`src/sv/emgwf_pkg.sv`:
```
// ----------------------------------------------------------------------------
// emgwf_pkg
// Shared constants, register indexes and helpers of the EMG window feature
// extractor.
// ----------------------------------------------------------------------------
package emgwf_pkg;

  localparam int WINDOW_MAX_DEF = 256;
  localparam int CHANNELS_DEF   = 8;
  localparam int PORT_CHANNELS  = 8;

  localparam int SAMPLE_W   = 8;
  localparam int LABEL_W    = 8;
  localparam int CFG_DATA_W = 9;
  localparam int CFG_IDX_W  = 2;

  localparam logic [CFG_IDX_W-1:0] REG_WINDOW_LENGTH = 2'd0;
  localparam logic [CFG_IDX_W-1:0] REG_OVERLAP_HALF  = 2'd1;

  localparam logic [CFG_DATA_W-1:0] WLEN_RESET = 9'd64;

  // |x| of a signed byte; -128 maps to 128
  function automatic logic [SAMPLE_W-1:0] abs8(input logic [SAMPLE_W-1:0] b);
    logic [SAMPLE_W-1:0] r;
    r = b[SAMPLE_W-1] ? (~b + 1'b1) : b;
    return r;
  endfunction

endpackage

```
`src/sv/emgwf_div.sv`:
```
// ----------------------------------------------------------------------------
// emgwf_div
// Restoring divider, one quotient bit per cycle.
// ----------------------------------------------------------------------------
module emgwf_div #(
  parameter int DW = 48,
  parameter int VW = 18
) (
  input  logic          clk,
  input  logic          rst,
  input  logic          start,
  input  logic [DW-1:0] dividend,
  input  logic [VW-1:0] divisor,
  output logic          busy,
  output logic          done,
  output logic [DW-1:0] quotient
);

  localparam int CNTW = $clog2(DW + 1);

  logic [DW-1:0]   quo;
  logic [VW-1:0]   rem;
  logic [VW-1:0]   dvs;
  logic [CNTW-1:0] cnt;
  logic [VW:0]     rem_sh;
  logic            ge;

  assign rem_sh   = {rem, quo[DW-1]};
  assign ge       = rem_sh >= {1'b0, dvs};
  assign quotient = quo;

  always_ff @(posedge clk) begin
    if (rst) begin
      busy <= 1'b0;
      done <= 1'b0;
      cnt  <= '0;
    end else begin
      done <= 1'b0;
      if (!busy) begin
        if (start) begin
          busy <= 1'b1;
          quo  <= dividend;
          dvs  <= divisor;
          rem  <= '0;
          cnt  <= CNTW'(DW);
        end
      end else begin
        rem <= ge ? VW'(rem_sh - {1'b0, dvs}) : rem_sh[VW-1:0];
        quo <= {quo[DW-2:0], ge};
        cnt <= cnt - 1'b1;
        if (cnt == CNTW'(1)) begin
          busy <= 1'b0;
          done <= 1'b1;
        end
      end
    end
  end

  assert property (@(posedge clk) disable iff (rst) done |-> !busy)
    else $error("divider done while still busy");

endmodule

```
`src/sv/emgwf_sqrt.sv`:
```
// ----------------------------------------------------------------------------
// emgwf_sqrt
// Digit-by-digit integer square root, one root bit per cycle.
// ----------------------------------------------------------------------------
module emgwf_sqrt #(
  parameter int SW = 48
) (
  input  logic            clk,
  input  logic            rst,
  input  logic            start,
  input  logic [SW-1:0]   radicand,
  output logic            busy,
  output logic            done,
  output logic [SW/2-1:0] root
);

  localparam int RW   = SW / 2;
  localparam int CNTW = $clog2(RW + 1);

  logic [SW-1:0]   rad;
  logic [RW:0]     rem;
  logic [CNTW-1:0] cnt;
  logic [RW+2:0]   rem_sh;
  logic [RW+2:0]   trial;
  logic            ge;

  assign rem_sh = {rem, rad[SW-1:SW-2]};
  assign trial  = {1'b0, root, 2'b01};
  assign ge     = rem_sh >= trial;

  always_ff @(posedge clk) begin
    if (rst) begin
      busy <= 1'b0;
      done <= 1'b0;
      cnt  <= '0;
    end else begin
      done <= 1'b0;
      if (!busy) begin
        if (start) begin
          busy <= 1'b1;
          rad  <= radicand;
          rem  <= '0;
          root <= '0;
          cnt  <= CNTW'(RW);
        end
      end else begin
        rem  <= ge ? (RW+1)'(rem_sh - trial) : rem_sh[RW:0];
        root <= {root[RW-2:0], ge};
        rad  <= {rad[SW-3:0], 2'b00};
        cnt  <= cnt - 1'b1;
        if (cnt == CNTW'(1)) begin
          busy <= 1'b0;
          done <= 1'b1;
        end
      end
    end
  end

endmodule

```
`src/sv/emgwf_back.sv`:
```
// ----------------------------------------------------------------------------
// emgwf_back
// Window pass over the store, then per-channel mean, deviation and max.
// ----------------------------------------------------------------------------
module emgwf_back import emgwf_pkg::*; #(
  parameter int WINDOW_MAX = WINDOW_MAX_DEF,
  parameter int CHANNELS   = CHANNELS_DEF,
  localparam int AW = (WINDOW_MAX > 1) ? $clog2(WINDOW_MAX) : 1,
  localparam int NW = $clog2(WINDOW_MAX + 1),
  localparam int EW = SAMPLE_W * CHANNELS + LABEL_W
) (
  input  logic                clk,
  input  logic                rst,
  input  logic                job_valid,
  input  logic [AW-1:0]       job_start,
  input  logic [NW-1:0]       job_n,
  output logic                job_pop,
  output logic                reading,
  output logic [AW-1:0]       rd_addr,
  input  logic [EW-1:0]       rd_data,
  output logic                out_valid,
  input  logic                out_ready,
  output logic [2:0]          channel_index,
  output logic [15:0]         mean_abs,
  output logic [15:0]         stdev_abs,
  output logic [7:0]          max_abs,
  output logic [LABEL_W-1:0]  window_label,
  output logic                last_channel
);

  localparam int S1W  = NW + 7;
  localparam int S2W  = NW + 14;
  localparam int NUMW = 2 * NW + 14;
  localparam int DENW = 2 * NW;
  localparam int QDW  = NUMW + 16;
  localparam int CHW  = (CHANNELS > 1) ? $clog2(CHANNELS) : 1;

  typedef enum logic [3:0] {
    ST_IDLE, ST_READ, ST_DRAIN, ST_MUL, ST_SUB,
    ST_MEAN, ST_VAR, ST_ROOT, ST_EMIT
  } state_t;

  state_t         state;
  logic [NW-1:0]  n;
  logic [NW-1:0]  rd_idx;
  logic           rd_pend;
  logic           rd_first;
  logic [CHW-1:0] ch;
  logic [LABEL_W-1:0] label;

  logic [S1W-1:0]      s1 [CHANNELS];
  logic [S2W-1:0]      s2 [CHANNELS];
  logic [SAMPLE_W-1:0] mx [CHANNELS];

  logic [NUMW-1:0] prod_a, prod_b, num;
  logic [DENW-1:0] den;
  logic [15:0]     mean_r;
  logic [15:0]     sd_r;

  logic            div_start, div_busy, div_done;
  logic [QDW-1:0]  div_dividend, div_quotient;
  logic [DENW-1:0] div_divisor;
  logic            sq_start, sq_busy, sq_done;
  logic [QDW/2-1:0] sq_root;

  assign job_pop = (state == ST_IDLE) && job_valid;
  assign reading = state == ST_READ;

  assign div_start    = (state == ST_SUB) || ((state == ST_MEAN) && div_done);
  assign div_dividend = (state == ST_SUB) ? QDW'({s1[ch], 8'd0}) : {num, 16'd0};
  assign div_divisor  = (state == ST_SUB) ? DENW'(n) : den;
  assign sq_start     = (state == ST_VAR) && div_done;

  emgwf_div #(.DW(QDW), .VW(DENW)) u_div (
    .clk      (clk),
    .rst      (rst),
    .start    (div_start),
    .dividend (div_dividend),
    .divisor  (div_divisor),
    .busy     (div_busy),
    .done     (div_done),
    .quotient (div_quotient)
  );

  emgwf_sqrt #(.SW(QDW)) u_sqrt (
    .clk      (clk),
    .rst      (rst),
    .start    (sq_start),
    .radicand (div_quotient),
    .busy     (sq_busy),
    .done     (sq_done),
    .root     (sq_root)
  );

  // per-lane accumulation of the words coming back from the store
  always_ff @(posedge clk) begin
    if (job_pop) begin
      for (int c = 0; c < CHANNELS; c++) begin
        s1[c] <= '0;
        s2[c] <= '0;
        mx[c] <= '0;
      end
    end else if (rd_pend) begin
      for (int c = 0; c < CHANNELS; c++) begin
        logic [SAMPLE_W-1:0] a;
        a = abs8(rd_data[SAMPLE_W*c +: SAMPLE_W]);
        s1[c] <= s1[c] + S1W'(a);
        s2[c] <= s2[c] + S2W'(a) * S2W'(a);
        if (a > mx[c]) begin
          mx[c] <= a;
        end
      end
    end
  end

  always_ff @(posedge clk) begin
    if (rst) begin
      state     <= ST_IDLE;
      rd_pend   <= 1'b0;
      rd_first  <= 1'b0;
      out_valid <= 1'b0;
      ch        <= '0;
    end else begin
      if (out_valid && out_ready) begin
        out_valid <= 1'b0;
      end
      rd_pend <= 1'b0;
      if (rd_pend && rd_first) begin
        label    <= rd_data[SAMPLE_W*CHANNELS +: LABEL_W];
        rd_first <= 1'b0;
      end
      case (state)
        ST_IDLE: begin
          if (job_valid) begin
            n        <= job_n;
            rd_addr  <= job_start;
            rd_idx   <= '0;
            rd_first <= 1'b1;
            ch       <= '0;
            state    <= ST_READ;
          end
        end
        ST_READ: begin
          rd_pend <= 1'b1;
          rd_idx  <= rd_idx + 1'b1;
          rd_addr <= (rd_addr == AW'(WINDOW_MAX - 1)) ? '0 : rd_addr + 1'b1;
          if (rd_idx == n - 1'b1) begin
            state <= ST_DRAIN;
          end
        end
        ST_DRAIN: begin
          state <= ST_MUL;
        end
        ST_MUL: begin
          prod_a <= NUMW'(n) * NUMW'(s2[ch]);
          prod_b <= NUMW'(s1[ch]) * NUMW'(s1[ch]);
          den    <= DENW'(n) * DENW'(n - 1'b1);
          state  <= ST_SUB;
        end
        ST_SUB: begin
          num   <= prod_a - prod_b;
          state <= ST_MEAN;
        end
        ST_MEAN: begin
          if (div_done) begin
            mean_r <= div_quotient[15:0];
            state  <= ST_VAR;
          end
        end
        ST_VAR: begin
          if (div_done) begin
            state <= ST_ROOT;
          end
        end
        ST_ROOT: begin
          if (sq_done) begin
            sd_r  <= sq_root[15:0];
            state <= ST_EMIT;
          end
        end
        ST_EMIT: begin
          if (!out_valid || out_ready) begin
            out_valid     <= 1'b1;
            channel_index <= 3'(ch);
            mean_abs      <= mean_r;
            stdev_abs     <= sd_r;
            max_abs       <= mx[ch];
            window_label  <= label;
            last_channel  <= ch == CHW'(CHANNELS - 1);
            if (ch == CHW'(CHANNELS - 1)) begin
              state <= ST_IDLE;
            end else begin
              ch    <= ch + 1'b1;
              state <= ST_MUL;
            end
          end
        end
        default: state <= ST_IDLE;
      endcase
    end
  end

  assert property (@(posedge clk) disable iff (rst) div_start |-> !div_busy)
    else $error("divider restarted while busy");
  assert property (@(posedge clk) disable iff (rst) sq_start |-> !sq_busy)
    else $error("root unit restarted while busy");
  assert property (@(posedge clk) disable iff (rst)
      (state == ST_MUL) |-> !rd_pend && !rd_first)
    else $error("arithmetic started before window pass finished");

endmodule

```
`config.mk`:
```
export PLATFORM = sky130hd
export DESIGN_NAME = emgwf_back
export DESIGN_NICKNAME = d
export VERILOG_FILES = /design/src/sv/emgwf_pkg.sv /design/src/sv/emgwf_div.sv /design/src/sv/emgwf_sqrt.sv /design/src/sv/emgwf_back.sv
export SDC_FILE = /design/constraint.sdc
export NUM_CORES = 2
export LEC_CHECK = 0
export BUFFER_PORTS_ARGS = -buffer_cell sky130_fd_sc_hd__buf_2
export CAP_MARGIN = 15
export CORE_MARGIN = 4
export CORE_UTILIZATION = 55
export CTS_CLUSTER_DIAMETER = 120
export DETAILED_ROUTE_END_ITERATION = 10
export PLACE_DENSITY = 0.71
export SLEW_MARGIN = 10
export SYNTH_ARGS = -nofsm -noshare
export SYNTH_HDL_FRONTEND = slang
export SYNTH_SLANG_ARGS = --single-unit
```
`constraint.sdc`:
```
create_clock -name clk -period 16 [get_ports clk]
set_clock_uncertainty 0.05 [all_clocks]
set_input_delay 0 -clock clk [delete_from_list [all_inputs] [get_ports clk]]
set_output_delay 0 -clock clk [all_outputs]
set_load 0.01 [all_outputs]
```
After elaboration in Yosys (flattened, before gate mapping)
Memories as Yosys holds them, arrays and structs flattened. A register that Yosys moved wholly into a read port is not among the register bits.
Cells that the tools add are included.
{"block": "word_totals", "wordCells": 298, "in_bits": 93, "mem_count": 3, "ramBits": 376, "register_bits": 430}
{"name": "s2", "depth": 8, "width": 23, "read_ports": 9, "rd_clocked_by_memory_dff": 1, "wr": 8, "line": "emgwf_back.sv:52", "source": "logic [S2W-1:0] s2 [CHANNELS];"}
{"name": "s1", "depth": 8, "width": 16, "read_ports": 9, "rd_clocked_by_memory_dff": 1, "wr": 8, "line": "emgwf_back.sv:51", "source": "logic [S1W-1:0] s1 [CHANNELS];"}
{"name": "mx", "depth": 8, "width": 8, "read_ports": 9, "rd_clocked_by_memory_dff": 1, "wr": 8, "line": "emgwf_back.sv:53", "source": "logic [SAMPLE_W-1:0] mx [CHANNELS];"}
{"block": "classes", "n_bitwise": 35, "addsub": 34, "eq_ne": 20, "order_cmp": 10, "n_mux": 123, "n_reduce_logical": 28, "mul": 11}
{"operator": "48-bit 2-to-1 mux", "n": 5}
{"operator": "23-bit by 16-bit adder with 23-bit output", "n": 8}
{"operator": "23-bit 2-to-1 mux", "n": 8}
{"operator": "8-bit 2-to-1 mux", "n": 18}
{"operator": "16-bit by 8-bit adder with 16-bit output", "n": 8}
{"operator": "8-bit by 8-bit multiplier with 16-bit output", "n": 8}
{"operator": "16-bit 2-to-1 mux", "n": 8}
{"operator": "25-bit 2-to-1 mux", "n": 3}
{"operator": "8-bit by 1-bit adder with 8-bit output (second input constant)", "n": 9}
{"operator": "8-bit greater-than comparator", "n": 8}
{"operator": "8-bit inverter", "n": 8}
{"operator": "18-bit 2-to-1 mux", "n": 3}
{"operator": "1-bit 2-to-1 mux", "n": 52}
{"operator": "24-bit 2-to-1 mux", "n": 2}
{"operator": "4-bit case mux with 9 select lines", "n": 1}
{"operator": "16-bit by 16-bit multiplier with 32-bit output", "n": 1}
{"operator": "9-bit by 23-bit multiplier with 32-bit output", "n": 1}
{"operator": "32-bit subtractor", "n": 1}
{"operator": "27-bit by 26-bit >= comparator with 1-bit output", "n": 1}
{"operator": "25-bit subtractor", "n": 1}
{"operator": "4-bit 2-to-1 mux", "n": 6}
{"operator": "1-bit OR", "n": 24}
{"operator": "3-bit 2-to-1 mux", "n": 7}
{"operator": "19-bit by 18-bit >= comparator with 1-bit output", "n": 1}
{"operator": "37 further kinds", "n": 69}

Longest topological paths before layout
{"block": "logic_depth", "depth_word": 9, "mapped_depth": 30, "depth_no_buf": 27}

By module
A second synthesis with hierarchy kept.
{"block": "hier_totals", "hier_cells": 7537, "hier_area_um2": 77398.0}
{"mod": "emgwf_back", "area_each_um2": 66812.8, "cells_per_inst": 6682, "n_inst": 1, "seq_area_each_um2": 18457.7}
{"mod": "emgwf_sqrt", "area_each_um2": 5753.0, "cells_per_inst": 477, "n_inst": 1, "seq_area_each_um2": 3052.9}
{"mod": "emgwf_div", "area_each_um2": 4832.1, "cells_per_inst": 378, "n_inst": 1, "seq_area_each_um2": 2682.6}

Worst setup path after synthesis
Ideal clock, no wire load.
{"block": "synth_timing", "path_kind": "reg-to-reg", "from": "register rd_pend", "to": "memory s1[0][0] (netlist bit) (enable)", "arrival_ns": 8.318, "stages_incl_launch_ff": 4, "path_buffers": 2, "path_slack_ns": 6.901, "cell_sequence": "dfxtp_1 > clkbuf_1 > clkbuf_1 > nand2b_1"}
{"element": "from (decl)", "line": "emgwf_back.sv:46", "source": "logic rd_pend;"}
{"element": "from (signal assigned)", "line": "emgwf_back.sv:119", "source": "rd_pend <= 1'b0;"}
{"element": "from (signal assigned)", "line": "emgwf_back.sv:127", "source": "rd_pend <= 1'b0;"}
{"element": "from (signal assigned)", "line": "emgwf_back.sv:144", "source": "rd_pend <= 1'b1;"}
{"element": "to (decl)", "line": "emgwf_back.sv:51"}

==> summary.txt <==
Worst setup path
  • Critical path's top delay family: adder cells
  • Worst R2R Path Depth: 27
  • Arr. time, crit path: slightly above 9000 ps
  • Critical Path Sink Type: flop
  • Setup CP Type: flop to flop
  • Cell repeated most along the worst path: inv_1
  • Total buffers and inverters traversed by the critical path: 8
  • Worst setup SP type: flop
  • CP max FO: 36
  • WP data required: approximately 16000 ps
  • Reg2reg setup slack: between 7000 and 8000 ps
  • Slowest CP cell: dfxtp_4
  • Worst path max stage delay: between 700 and 800 ps
  • Worst r2r dst: prod_b[31]

Run
  • Max Cap Violations: 0

Clock network
  • Num CTS Buffers: between 90 and 100
  • Clock Latency Late Sink: slightly above 700 ps
  • H-tree depth: 3
  • Clock sink count: roughly 800
  • Max Root-Sink Buffers: 3
  • Clock-pin slew on the worst setup and hold paths: 60 ps
  • Resized cells post-CTS: 0
  • CTS Root Cell: clkbuf_16
  • Setup repair bufs after CTS: 0
  • Total of hold buffers inserted after clock tree synthesis: between 100 and 150
  • CTS tree: yes

Worst hold path
  • Hold Path Stages: 5
  • WHS Endpoint: mx[4][4]
  • Worst hold path class: input pin to flop
  • Hold Startpoint: rd_data[36]

Placement
  • Dpl hpwl: 148000 microns
  • Area after DPL: slightly below 80000 sq um
  • GPL Wtd Cong: 0.931
  • IO Port Bufs: around 160

Timing
  • Fin Setup TNS: 0 ps
  • Setup violations, final: 0
  • Max Slew Vio Count: 0
  • Fin crit period: 8700 ps
  • RSZ-0062 raised after global routing: no
  • Final hold vios: 0
  • Fmax: roughly 110 MHz
  • Slew @ Worst Pin: around 1200 ps
  • Final period util: between 50% and 60%
  • Slew margin rel.: 21.5%

Finish
  • Finished Cell Area: slightly above 80000 sq um
  • Post-layout util: 60.6%
  • Final nets: 9186
  • Most common cell after layout, fill and taps aside: inv_1
  • Layout cells sized above 1: under 10%
  • Most frequent cells in the layout: 1251 x inv_1, 787 x edfxtp_1, 749 x ha_1
  • Layout area overhead: 9.48%

Status
  • Outcome: completed

Route
  • WL final: around 190000 microns
  • Final ANT Viol Nets: 0
  • DRC: 0
  • Drt wl/cell: approximately 20 microns
  • Vias per inst: approximately 5.7
  • Overall via count from detail_route: ~54000
  • Drt initial violations: between 3000 and 4000
  • DR pass1 iterations: 6

Synthesis
  • Post-synth EDFFs: around 790
  • Commonest register cell after synthesis: edfxtp_1
  • Synthesized area: around 76000 sq um
  • Yosys cell types: approximately 100
  • Syn Area/Cell: 10.3 sq um
  • Share of the synthesized area in the top cell type: between 30% and 40%
  • Post-synth top area cell: edfxtp_1
  • Cells after Synth: 7368
  • Top post-synthesis cells by area: edfxtp_1 31%, fa_1 18%, ha_1 12%, inv_1 6.2%, nor2_1 3.3%
  • Register area share after synthesis: about a third
  • Ys async rst share: 0%
  • Synth Register Bits: about 820
  • Synth warn: 0

GRT
  • Largest net degree at the start of global routing: 82
  • First-pass GRT wire length: a little over 300000 microns
  • GR Util All Layers: between 20% and 30%
  • Grt ovf: 0
  • Vias in the first global route: ~56000
  • Initial antenna violation count: 13

Floorplanning
  • Row count: 136
  • Io pins: approximately 160
  • Die Area: approximately 140000 sq um
  • Die H: around 380 microns
  • CORE AREA: between 100000 and 150000 sq um
  • Initial core utilization: 55.3%
  • Die width: about 380 microns
synth_stat cells (all sizes together) (65+ instances only):
cell type	instances
a21oi	299
clkbuf	165
o21ai	223
xor2	165
ha	749
and3	81
nor2b	115
and2	146
nor2	658
nand3	100
nor3	101
a21o	126
mux2	91
o21bai	65
inv	1254
nand2b	92
nand2	558
fa	687
mux4	94
xnor2	260
edfxtp	787
stage by stage:
stage               setup slack [ps]  instances  hold slack, ps
finish                          7300       9534            42.2
global route                    6790       9529            50.0
CTS                             7260       9524           0.452
detailed placement              7310       9236             128
global placement                7500       9235             128
floorplan                       6900       7414            48.9
worst max-delay path by stage:
stage	startpoint	end	slack, ps	cells past startpoint
floorplan	rd_pend	s1[0][0]	6900	3
global placement	flop	prod_b[31]	7500	27
detailed placement	flop	prod_b[31]	7310	27
CTS	flop	prod_b[31]	7260	27
global route	flop	prod_b[31]	6790	27
finish	flop	prod_b[31]	7300	27
per-layer routing:
layer | GRT usage (%) | wire length, microns
met2 | 44.2 | 90400
met5 | 0 | 44
met4 | 10.3 | 8240
met1 | 35.0 | 78700
met3 | 4.32 | 12600
tightest hold or removal path, cell delays in order:
cell and delay [ps]:
buf_2 110, xnor2_1 120, buf_4 180, inv_1 160, nor2_1 130
cell type report:
type	instances	area (sq um)
Tap cell	1794	2240
Sequential cell	815	24200
Timing Repair Buffer	341	2480
Inverter	1271	4770
Clock inverter	61	586
Multi-Input combinational cell	5136	46500
Fill cell	11300	54200
Clock buffer	111	2390
Antenna cell	5	12.5
sequential cells by signal, summed over array words and instances, names as in the netlist, 8 cells and up, named ones only:
| signal | flops |
|---|---|
| window_label | 8 |
| u_sqrt.root | 24 |
| s1 | 128 |
| mx | 64 |
| s2 | 184 |
| sd_r | 16 |
| u_sqrt.rem | 25 |
| den | 17 |
| u_div.quotient | 48 |
| num | 32 |
| prod_b | 31 |
| u_sqrt.rad | 48 |
| mean_r | 16 |
| rd_addr | 8 |
| u_div.dvs | 18 |
| n | 9 |
| rd_idx | 9 |
| u_div.rem | 18 |
| max_abs | 8 |
| prod_a | 32 |
| label | 8 |
| mean_abs | 16 |
| stdev_abs | 16 |
cells by family after synthesis:
| family | count (synthesis) | synth area share (%) |
|---|---|---|
| DFF | 815 | 31.9 |
| and+or+nand+nor | 2039 | 12.6 |
| buffers and inverters | 1463 | 7.30 |
| AOI/OAI and AO/OA | 964 | 8.18 |
| other | 2 | 0.00989 |
| xor gates and xnor gates | 425 | 4.90 |
| adders and majority gates | 1436 | 30.4 |
| muxes | 224 | 4.67 |
Power is not shown: default switching activity piles up to over one toggle a cycle in this logic, so the estimate is an artifact.
